## src/design/bm3_pkg.sv

```systemverilog
// shared types, constants and helpers of the 3x3 binary morphology block
`default_nettype none

package bm3_pkg;

  localparam int unsigned MAX_WIDTH_DEF  = 2048;
  localparam int unsigned MAX_HEIGHT_DEF = 2048;

  localparam int unsigned CFG_DW = 12;
  localparam int unsigned CFG_IW = 2;
  localparam int unsigned PIX_W  = 8;

  localparam logic [CFG_IW-1:0] REG_MODE   = 2'd0;
  localparam logic [CFG_IW-1:0] REG_WIDTH  = 2'd1;
  localparam logic [CFG_IW-1:0] REG_HEIGHT = 2'd2;

  localparam logic FUNC_PIXEL = 1'b0;
  localparam logic FUNC_DRAIN = 1'b1;

  localparam logic MODE_ERODE  = 1'b0;
  localparam logic MODE_DILATE = 1'b1;

  localparam logic [PIX_W-1:0] PIX_BLACK = 8'd0;
  localparam logic [PIX_W-1:0] PIX_WHITE = 8'd255;

  localparam logic [CFG_DW-1:0] RESET_WIDTH  = 12'd640;
  localparam logic [CFG_DW-1:0] RESET_HEIGHT = 12'd480;

  // per-cell controls of the window column chain
  typedef struct packed {
    logic       shift;
    logic       clear;
    logic       sel_post;
    logic [2:0] row_en;
  } bm3_cell_ctl_t;

  // frame dimension held to 2..maxv
  function automatic logic [31:0] clamp_dim(input logic [CFG_DW-1:0] v,
                                            input int unsigned maxv);
    logic [31:0] x;
    logic [31:0] res;
    x = 32'(v);
    if (x < 32'd2) begin
      res = 32'd2;
    end else if (x > maxv) begin
      res = maxv;
    end else begin
      res = x;
    end
    return res;
  endfunction

endpackage

`default_nettype wire

```

## src/design/bm3_cell.sv

```systemverilog
// one window column cell: holds three zero flags and extends the clipped reduction
`default_nettype none

module bm3_cell (
  input  wire logic                  clk,
  input  wire logic                  rst_n,
  input  wire bm3_pkg::bm3_cell_ctl_t ctl,
  input  wire logic                  col_en,
  input  wire logic [2:0]            col_in,
  input  wire logic                  and_in,
  input  wire logic                  or_in,
  output logic      [2:0]            col_out,
  output logic                       and_out,
  output logic                       or_out
);
  import bm3_pkg::*;

  logic [2:0] col_r;
  logic [2:0] col_nxt;
  logic [2:0] col_sel;
  logic       hit_all;
  logic       hit_any;

  always_comb begin
    col_nxt = col_r;
    if (ctl.clear) begin
      col_nxt = 3'b000;
    end else if (ctl.shift) begin
      col_nxt = col_in;
    end
  end

  always_ff @(posedge clk) begin
    if (!rst_n) begin
      col_r <= 3'b000;
    end else begin
      col_r <= col_nxt;
    end
  end

  // after-shift view is the column arriving from the neighbor
  assign col_sel = ctl.sel_post ? col_in : col_r;
  assign hit_all = &(col_sel | ~ctl.row_en);
  assign hit_any = |(col_sel & ctl.row_en);

  assign and_out = and_in & (~col_en | hit_all);
  assign or_out  = or_in | (col_en & hit_any);
  assign col_out = col_r;

endmodule

`default_nettype wire
```

## config.mk

```make
export PLATFORM = sky130hd
export DESIGN_NAME = bm3_cell
export DESIGN_NICKNAME = d
export VERILOG_FILES = /design/src/design/bm3_pkg.sv /design/src/design/bm3_cell.sv
export SDC_FILE = /design/constraint.sdc
export NUM_CORES = 1
export LEC_CHECK = 0
export ABC_AREA = 1
export ABC_CLOCK_PERIOD_IN_PS = 1200
export BUFFER_PORTS_ARGS = -buffer_cell sky130_fd_sc_hd__buf_2
export CAP_MARGIN = 40
export CORE_AREA = 2 2 39 41
export CTS_BUF_LIST = sky130_fd_sc_hd__clkbuf_2 sky130_fd_sc_hd__clkbuf_4 sky130_fd_sc_hd__clkbuf_8
export CTS_CLUSTER_DIAMETER = 60
export DETAILED_ROUTE_END_ITERATION = 7
export DIE_AREA = 0 0 41 43
export GPL_ROUTABILITY_DRIVEN = 1
export PLACE_DENSITY_LB_ADDON = 0.1
export SLEW_MARGIN = 20
export SYNTH_ARGS = -nofsm -noshare
export SYNTH_HDL_FRONTEND = slang
export SYNTH_SLANG_ARGS = --single-unit
```

## constraint.sdc

```tcl
create_clock -name clk -period 1.2 [get_ports clk]
set_input_delay 0.12 -clock clk [delete_from_list [all_inputs] [get_ports clk]]
set_output_delay 0.12 -clock clk [all_outputs]
set_load 0.01 [all_outputs]
```

; Yosys cells after proc, flatten, opt, wreduce, memory -nomap -nowiden
; Cells that the tools add are included.
[op_classes]
muxes = 1
bitwise_logic = 9
reduce_logical = 3
[ops]
columns = op, count
row1 = $and A3 B3 Y3, 1
row2 = $mux W3, 1
row3 = $not A3 Y3, 1
row4 = $or A3 B3 Y3, 1
row5 = $reduce_and A3 Y1, 1
row6 = $reduce_or A3 Y1, 1
row7 = $and A1 B1 Y1, 2
row8 = $not A1 Y1, 2
row9 = $or A1 B1 Y1, 2
row10 = $reduce_or A2 Y1, 1
[totals]
register_bits = 3
word_cells = 14

; Longest topological paths before layout
; Gate-level depths: netlist of the first run.
[logic_depth]
ltp_word = 5
depth_mapped = 7
ltp_nobuf = 7

; Least setup slack after synthesis of the first run
; No wires, ideal clock.
[synth_path]
path_kind = flip-flop to output port
start = reg col_r[1] (netlist: col_out[1])
end = out and_out
t_arrival_ns = 0.798
slack_ns = 0.282
stages_incl_launch_ff = 5
path_buffers = 0
path_cell_list = dfxtp_1 -> nand2_1 -> nand3_1 -> nand3_1 -> a21oi_1
[synth_between]
elab_chain_cells = 5
[synth_rtl]
columns = item, line
row1 = from (decl), bm3_cell.sv:18  ; logic [2:0] col_r;
row2 = from (signal assigned), bm3_cell.sv:37  ; col_r <= col_nxt;
row3 = $mux W3, bm3_cell.sv:42  ; assign col_sel = ctl.sel_post ? col_in : col_r;
row4 = $or A3 B3 Y3, bm3_cell.sv:43  ; assign hit_all = &(col_sel | ~ctl.row_en);
row5 = $reduce_and A3 Y1, bm3_cell.sv:43
row6 = $or A1 B1 Y1, bm3_cell.sv:46  ; assign and_out = and_in & (~col_en | hit_all);
row7 = $and A1 B1 Y1, bm3_cell.sv:46
row8 = to (decl), bm3_cell.sv:13  ; output logic and_out,
; Every way passes these cells.

; Worst setup path after layout of the first run
[layout_path]
start = reg col_r[1] (netlist: col_out[1])
end = out or_out
[layout_between]
elab_chain_cells = 5
[layout_rtl]
columns = item, line
row1 = $mux W3, bm3_cell.sv:42
row2 = $and A3 B3 Y3, bm3_cell.sv:44  ; assign hit_any = |(col_sel & ctl.row_en);
row3 = $reduce_or A3 Y1, bm3_cell.sv:44
row4 = $and A1 B1 Y1, bm3_cell.sv:47  ; assign or_out = or_in | (col_en & hit_any);
row5 = $or A1 B1 Y1, bm3_cell.sv:47
row6 = to (decl), bm3_cell.sv:14  ; output logic or_out
; Every way passes these cells.

==> impl_metrics.json, run 1 <==
{
  "status": "complete, no violations",
  "core-area_mm2": 0.00138,
  "timing.critical_path.mode_cell": "nand2_1",
  "rows": 14,
  "fin_util_pct": 26.1,
  "synthTopCellsByArea": "nand2_1 39%, dfxtp_1 30%, nand3_1 12%",
  "synth_top_area_share_pct": 38.9,
  "insertedDiodeCount": 0,
  "grtUsageTotal_pct": 8.22,
  "die_w_um": 41,
  "powerDensity_mw_per_mm2": 1040,
  "setup_viol": 0,
  "routed_wl_um": 646,
  "yosysUniqueCellTypes": 6,
  "cts_tree": "built",
  "grt_max_degree": 5,
  "setup_slack_ns": 0.0684,
  "chipHeight_um": 43,
  "synthTopCellsByCount": "21 x nand2_1, 5 x nand3_1, 4 x a21oi_1, 4 x inv_1, 3 x dfxtp_1",
  "first_iter_violations": 13,
  "slowest_stage": "dfxtp_2",
  "yosysSeqAreaShare_pct": 29.6,
  "htree_levels": 1,
  "synth_cells": 38,
  "numCtsBuffers": 3,
  "antenna_found_initial": 0,
  "crit_path_start_kind": "flip-flop",
  "drc": 0,
  "irDropWorstVdd_v": 0.000298,
  "drv_slew": 0,
  "crit_required_ns": 1.08,
  "path_class": "reg -> out",
  "tns_ns": 0,
  "syn_to_final_growth_pct": 78.4,
  "ant_nets": 0,
  "cp_cell_sequence": "nand2_2, nand2_1, nand2_1, nand3_1, nand2_1, nand2_1, buf_2",
  "rsz0062_at_grt": "yes",
  "arrival_ns": 1.01,
  "cellLeakagePower_nw": 0.216,
  "syn_nets": 52,
  "path_max_fanout": 3,
  "p_total_w": 0.000376,
  "yosysMostFrequentCell": "nand2_1",
  "ys_ff_latch": 3,
  "drive_gt1_share_pct": 49.2,
  "syn_area_per_cell_um2": 5.33,
  "grt_pass1_vias": 252,
  "synth_ff_type": "dfxtp_1",
  "clock_skew_ns": 0,
  "crit_buf_inv": 1,
  "drtPass1Iterations": 3,
  "synth-edff-count": 0,
  "post-dp-hpwl_um": 519,
  "tightest_slew_ns": 0.117,
  "routed_via_density": 3.92,
  "root_buffer": "clkbuf_4",
  "final_nets": 76,
  "clk_pin_slew_ns": 0.04,
  "min_period_ns": 1.13,
  "start_util_pct": 14.6,
  "vias": 302,
  "drv_cap": 0,
  "clkSinkCount": 3,
  "fin_crit_sh_pct": 94.3,
  "hp-class": "in -> reg",
  "synth_area_um2": 203,
  "pre_cts_ws_ns": 0.268,
  "slew_headroom_pct": 92.2,
  "endpoint_kind": "primary output",
  "overflow": 0,
  "clockBufferDepth": 2,
  "async_reset_ff_share_pct": 0,
  "place_congestion": 0.670,
  "path_delay_family": "simple AND/OR/NAND/NOR gates",
  "grt_pass1_wl_um": 952,
  "wl_per_cell_um": 8.39,
  "die-area_mm2": 0.00176,
  "crit_path_max_incr_delay_ns": 0.32,
  "fmax_mhz": 884,
  "largest_reg_flops": 3,
  "worstSkewPairLatency_ns": 0.23,
  "yosys.area.top_type": "nand2_1",
  "hold_violations": 0,
  "ys_warn_count": 0,
  "holdWs_ns": 0.158,
  "port_buffers": 18,
  "ios": 19
}
where the power goes:
part	total, W	internal [W]	switching, W	leakage [nW]
Clock	0.000196	0.000147	0.0000492	0.0184
Sequential	0.000107	0.000104	0.00000249	0.0258
Combinational	0.0000737	0.0000357	0.0000380	0.172
Total	0.000376	0.000287	0.0000896	0.216
cells by family after synthesis:
| group | Yosys count | share of synthesized area [%] |
|---|---|---|
| simple gates | 26 | 51.2 |
| buf+inv | 5 | 9.26 |
| compound gates | 4 | 9.88 |
| flops | 3 | 29.6 |
worst reg2reg max path: cells and delay by family (launching register included):
| kind | cells | cell delay, ns |
|---|---|---|
| AO/OA/AOI/OAI | 1 | 0.12 |
| buffers and inverters | 1 | 0.11 |
| AND/OR/NAND/NOR | 1 | 0.04 |
| flip-flops | 1 | 0.33 |
placed cells by master, fill, tap and decap left out, drive strengths merged:
cell and n:
clkbuf 4, dfxtp 3, inv 5, nand2 21, buf 19, a21oi 4, nand3 5
per-layer routing:
layer,up-vias,GRT usage (%),share of wire [%],routed length (um)
li1,166,-,-,-
met1,128,9.27,41,263
met2,8,11.3,48,308
met3,0,4.19,12,75
met4,0,6.00,0,0
met5,-,0,0,0
cell type report:
class / count / area (um^2)
fillers: 169 / 1020
repair buffers: 19 / 97.6
well taps: 16 / 20.0
clock buffers: 4 / 30.0
inverters: 5 / 18.8
flip-flops and latches: 3 / 63.8
multi-input cells: 30 / 131
path summary, 6_finish.rpt:
path	endpoint	slack, ns	from	cells after the start
worst min register to register	col_out[2]	0.47	col_out[2]	2
worst max register to register	col_out[0]	0.53	col_out[0]	3
worst max-delay path	or_out	0.07	col_out[1]	7
worst min-delay path	col_out[2]	0.16	col_in[2]	3
metrics by stage:
step | cells | cell area (um^2)
after floorplan | 38 | 203
after global placement | 72 | 313
after detailed placement | 72 | 313
after CTS | 76 | 343
after global routing | 77 | 362
final | 77 | 362
what timing repair did:
| item | in CTS | in global routing |
|---|---|---|
| endpoints found under the setup margin | 0 | 2 |
| hold endpoints to repair | 0 | 0 |
| gates resized for setup | 0 | 6 |
| buffers inserted | 0 | 1 |
| hold buffers | 0 | 0 |
Note: power is estimated with default switching activity, not from simulation.
==> run 2: changes to the inputs <==
--- a/config.mk
+++ b/config.mk
@@ -10,4 +10,6 @@
 export BUFFER_PORTS_ARGS = -buffer_cell sky130_fd_sc_hd__buf_2
 export CAP_MARGIN = 40
+export CELL_PAD_IN_SITES_DETAIL_PLACEMENT = 1
+export CELL_PAD_IN_SITES_GLOBAL_PLACEMENT = 1
 export CORE_AREA = 2 2 39 41
 export CTS_BUF_LIST = sky130_fd_sc_hd__clkbuf_2 sky130_fd_sc_hd__clkbuf_4 sky130_fd_sc_hd__clkbuf_8
==> constraint.sdc (replaced) <==
create_clock -name clk -period 1.2 [get_ports clk]
set_input_delay 0.24 -clock clk [delete_from_list [all_inputs] [get_ports clk]]
set_output_delay 0.24 -clock clk [all_outputs]
set_load 0.01 [all_outputs]
==> impl_metrics.json, run 2 (synthesis results as in run 1) <==
{
  "grt_pass1_vias": 291,
  "insertedDiodeCount": 0,
  "tightest_slew_ns": 0.113,
  "fin_crit_sh_pct": 106,
  "worstHoldEndpoint": "col_out[1]",
  "dp_cells": 72,
  "drv_cap": 0,
  "die_w_um": 41,
  "syn_to_final_growth_pct": 89.5,
  "combPwrFrac_pct": 20.9,
  "cp-startpoint": "col_out[0]",
  "grt_pass1_wl_um": 1150,
  "first_iter_violations": 4,
  "fin_cells": 78,
  "clk_pin_slew_ns": 0.04,
  "hold_violations": 0,
  "vias": 316,
  "overflow": 0,
  "ant_nets": 0,
  "tns_ns": -0.122,
  "min_period_ns": 1.27,
  "arrival_ns": 1.03,
  "drive_gt1_share_pct": 54.8,
  "worstSkewPairLatency_ns": 0.23,
  "chipHeight_um": 43,
  "fmax_mhz": 789,
  "rsz0062_at_grt": "yes",
  "p_sw_share_pct": 25.5,
  "port_buffers": 18,
  "rrSetupSlack_ns": 0.52,
  "irDropWorstVdd_v": 0.000880,
  "routed_wl_um": 771,
  "clkSinkCount": 3,
  "path_class": "reg -> out",
  "drc": 0,
  "rr_startpoint": "col_out[2]",
  "largest_reg_flops": 3,
  "start_util_pct": 14.6,
  "crit_required_ns": 0.96,
  "core-area_mm2": 0.00138,
  "sequentialPowerShare_pct": 27.4,
  "drv_slew": 0,
  "r2r_end": "col_out[2]",
  "slew_headroom_pct": 92.4,
  "mostFrequentLayoutCells": "18 x nand2_1, 18 x buf_2, 4 x inv_1, 4 x a21oi_1, 4 x clkbuf_4",
  "status": "finished with violations",
  "violations": "setup timing",
  "rows": 14,
  "endpoint_kind": "primary output",
  "drtPass1Iterations": 2,
  "hold_start": "col_in[1]",
  "htree_levels": 1,
  "holdWs_ns": 0.278,
  "path_max_fanout": 2,
  "reg2reg_depth": 3,
  "setup_slack_ns": -0.0667,
  "routed_via_density": 4.05,
  "crit_path_start_kind": "flip-flop",
  "clkPwrFrac_pct": 51.7,
  "power_switching_w": 0.0000994,
  "cts_tree": "built",
  "setup_viol": 2,
  "clockBufferDepth": 2,
  "place_congestion": 0.691,
  "wl_per_cell_um": 9.88,
  "intPower_w": 0.000290,
  "final_nets": 77,
  "grtUsageTotal_pct": 10.2,
  "root_buffer": "clkbuf_4",
  "clock_skew_ns": 0,
  "die-area_mm2": 0.00176,
  "post-dp-hpwl_um": 598,
  "hp-class": "in -> reg",
  "powerDensity_mw_per_mm2": 1010,
  "cellLeakagePower_nw": 0.229,
  "min_path_cells": 3,
  "numCtsBuffers": 3,
  "ios": 19,
  "grt_max_degree": 5,
  "antenna_found_initial": 0
}
[run 2: cell types whose count changed in the layout (fill, tap and decap cells not counted), sizes merged]
cell  before  now
buf       19   20
[run 2: power groups by stage]
stage | clock, W | combinational (W) | sequential (W)
after floorplan | 0 | 0.0000315 | 0.000109
after global placement | 0 | 0.0000735 | 0.000108
after detailed placement | 0 | 0.0000727 | 0.000107
after CTS | 0.000209 | 0.0000823 | 0.000106
after global routing | 0.000221 | 0.0000920 | 0.000107
final | 0.000201 | 0.0000814 | 0.000107
[run 2: cell type report]
class,count,area [um^2]
tap,16,20.0
sequential,3,63.8
timing repair buffer,20,105
fill,190,1000
inverter,5,18.8
clock buffer,4,30.0
multi-input combinational,30,146
[run 2: worst max-delay path by stage]
stage	to	depth (start not counted)
floorplan	and_out	4
finish	or_out	7
global route	or_out	7
CTS	or_out	7
detailed placement	and_out	7
global placement	and_out	7
[run 2: per-stage QoR]
step           instance area [um^2]  util (%)  total power [W]  worst slack [ns]
3_3_place_gp                    313      22.6         0.000181            0.0536
6_report                        384      27.8         0.000389           -0.0667
3_5_place_dp                    313      22.6         0.000180            0.0390
2_1_floorplan                   203         -         0.000140             0.162
4_1_cts                         384      27.8         0.000398           -0.0874
5_1_grt                         384      27.8         0.000419            -0.171
[run 2: critical path: stages, from the launching register on]
cell	delay (ns)
dfxtp_2	0.32
nand2_2	0.07
nand2_1	0.05
nand2_1	0.06
nand3_1	0.07
nand2_1	0.06
nand2_1	0.04
buf_2	0.13
[run 2: timing repair]
item                       in CTS  in global routing
hold buffers                    0                  0
pin swaps                       2                  0
setup endpoints to repair       2                  2
gates resized for setup         9                  0
setup buffers                   2                  0
[run 2: routing by layer]
| metal | GRT usage, % | vias up | share of wire (%) |
|---|---|---|---|
| met5 | 0 | - | 0 |
| met2 | 15.3 | 10 | 47 |
| met1 | 11.9 | 137 | 43 |
| li1 | - | 167 | - |
| met3 | 6.81 | 2 | 9.9 |
| met4 | 2.00 | 0 | 0.52 |
==> run 3: changes to the inputs <==
TNS_END_PERCENT = 20   (was not set)
==> impl_metrics.json, run 3 (synthesis results as in run 1) <==
{
  "slew_headroom_pct": 92.4,
  "die_w_um": 41,
  "port_buffers": 18,
  "start_util_pct": 14.6,
  "status": "finished with violations",
  "fin_util_pct": 26.7,
  "path_max_fanout": 3,
  "hp-class": "in -> reg",
  "worstSkewPairLatency_ns": 0.23,
  "setup_viol": 2,
  "drv_cap": 0,
  "final_nets": 77,
  "ant_nets": 0,
  "place_congestion": 0.691,
  "htree_levels": 1,
  "cp_cell_sequence": "nand2_2, nand3_1, nand3_1, a21oi_1, buf_2",
  "violations": "setup timing",
  "drive_gt1_share_pct": 50.0,
  "path_class": "reg -> out",
  "crit_buf_inv": 1,
  "vias": 316,
  "largest_reg_flops": 3,
  "timing.critical_path.mode_cell": "nand3_1",
  "crit_path_max_incr_delay_ns": 0.34,
  "overflow": 0,
  "tightest_slew_ns": 0.113,
  "setup_slack_ns": -0.0608,
  "grtUsageTotal_pct": 9.63,
  "chipHeight_um": 43,
  "numCtsBuffers": 3,
  "holdWs_ns": 0.280,
  "mostFrequentLayoutCells": "18 x nand2_1, 18 x buf_2, 5 x nand3_1",
  "endpoint_kind": "primary output",
  "min_period_ns": 1.26,
  "first_iter_violations": 0,
  "irDropWorstVdd_v": 0.000871,
  "drv_slew": 0,
  "clockBufferDepth": 2,
  "cts_tree": "built",
  "core-area_mm2": 0.00138,
  "root_buffer": "clkbuf_4",
  "clkSinkCount": 3,
  "clk_pin_slew_ns": 0.04,
  "clock_skew_ns": 0,
  "grt_pass1_wl_um": 1070,
  "grt_pass1_vias": 274,
  "drc": 0,
  "path_delay_family": "flip-flops",
  "powerDensity_mw_per_mm2": 1040,
  "crit_path_start_kind": "flip-flop",
  "postCtsHoldBufs": 0,
  "rsz0062_at_grt": "yes",
  "routed_wl_um": 748,
  "wl_per_cell_um": 9.59,
  "arrival_ns": 1.02,
  "drtPass1Iterations": 1,
  "cellLeakagePower_nw": 0.222,
  "antenna_found_initial": 0,
  "die-area_mm2": 0.00176,
  "syn_to_final_growth_pct": 82.1,
  "routed_via_density": 4.05,
  "insertedDiodeCount": 0,
  "ios": 19,
  "fin_crit_sh_pct": 105,
  "rows": 14,
  "grt_max_degree": 5,
  "fmax_mhz": 793,
  "slowest_stage": "dfxtp_2",
  "crit_required_ns": 0.96,
  "post-dp-hpwl_um": 598,
  "hold_violations": 0
}
-- run 3: cell counts in the layout (fill, tap and decap cells not counted) --
Identical to the previous run, type by type.
-- run 3: final timing paths --
path / startpoint / to / slack (ns) / cells after the start
min: col_in[1] / col_out[1] / 0.28 / 3
min reg2reg: col_out[1] / col_out[1] / 0.49 / 2
max reg2reg: col_out[0] / col_out[0] / 0.52 / 3
max: col_out[1] / and_out / -0.06 / 5
-- run 3: metrics by stage --
stage	std cells	total power (W)	setup WS, ns	setup TNS (ns)	area, um^2
6_report	78	0.000382	-0.0608	-0.120	369
5_1_grt	78	0.000415	-0.171	-0.320	369
4_1_cts	78	0.000393	-0.0874	-0.171	369
3_5_place_dp	72	0.000180	0.0390	0	313
3_3_place_gp	72	0.000181	0.0536	0	313
2_1_floorplan	38	0.000140	0.162	0	203
-- run 3: layer usage --
metal  vias up  wire [um]  global-route usage [%]
li1        166          -                       -
met4         0          0                    2.00
met1       140        322                    10.6
met2        10        349                    14.7
met5         -          0                       0
met3         0         76                    6.81
-- run 3: tightest hold or removal path, stage by stage --
cell	delay, ns
buf_2	0.11
nand2_1	0.06
a21oi_1	0.06
-- run 3: timing repair --
| item | in CTS | in global routing |
|---|---|---|
| gates resized for setup | 6 | 0 |
| setup endpoints to repair | 2 | 2 |
| setup buffers | 2 | 0 |
-- run 3: power by group --
group,switching [W],internal (W)
Clock,0.0000519,0.000147
Sequential,0.00000254,0.000104
Combinational,0.0000398,0.0000369
-- run 3: area by class of cell --
class,count,area [um^2]
Sequential cell,3,63.8
Clock buffer,4,30.0
Multi-Input combinational cell,30,131
Inverter,5,18.8
Fill cell,193,1010
Tap cell,16,20.0
Timing Repair Buffer,20,105
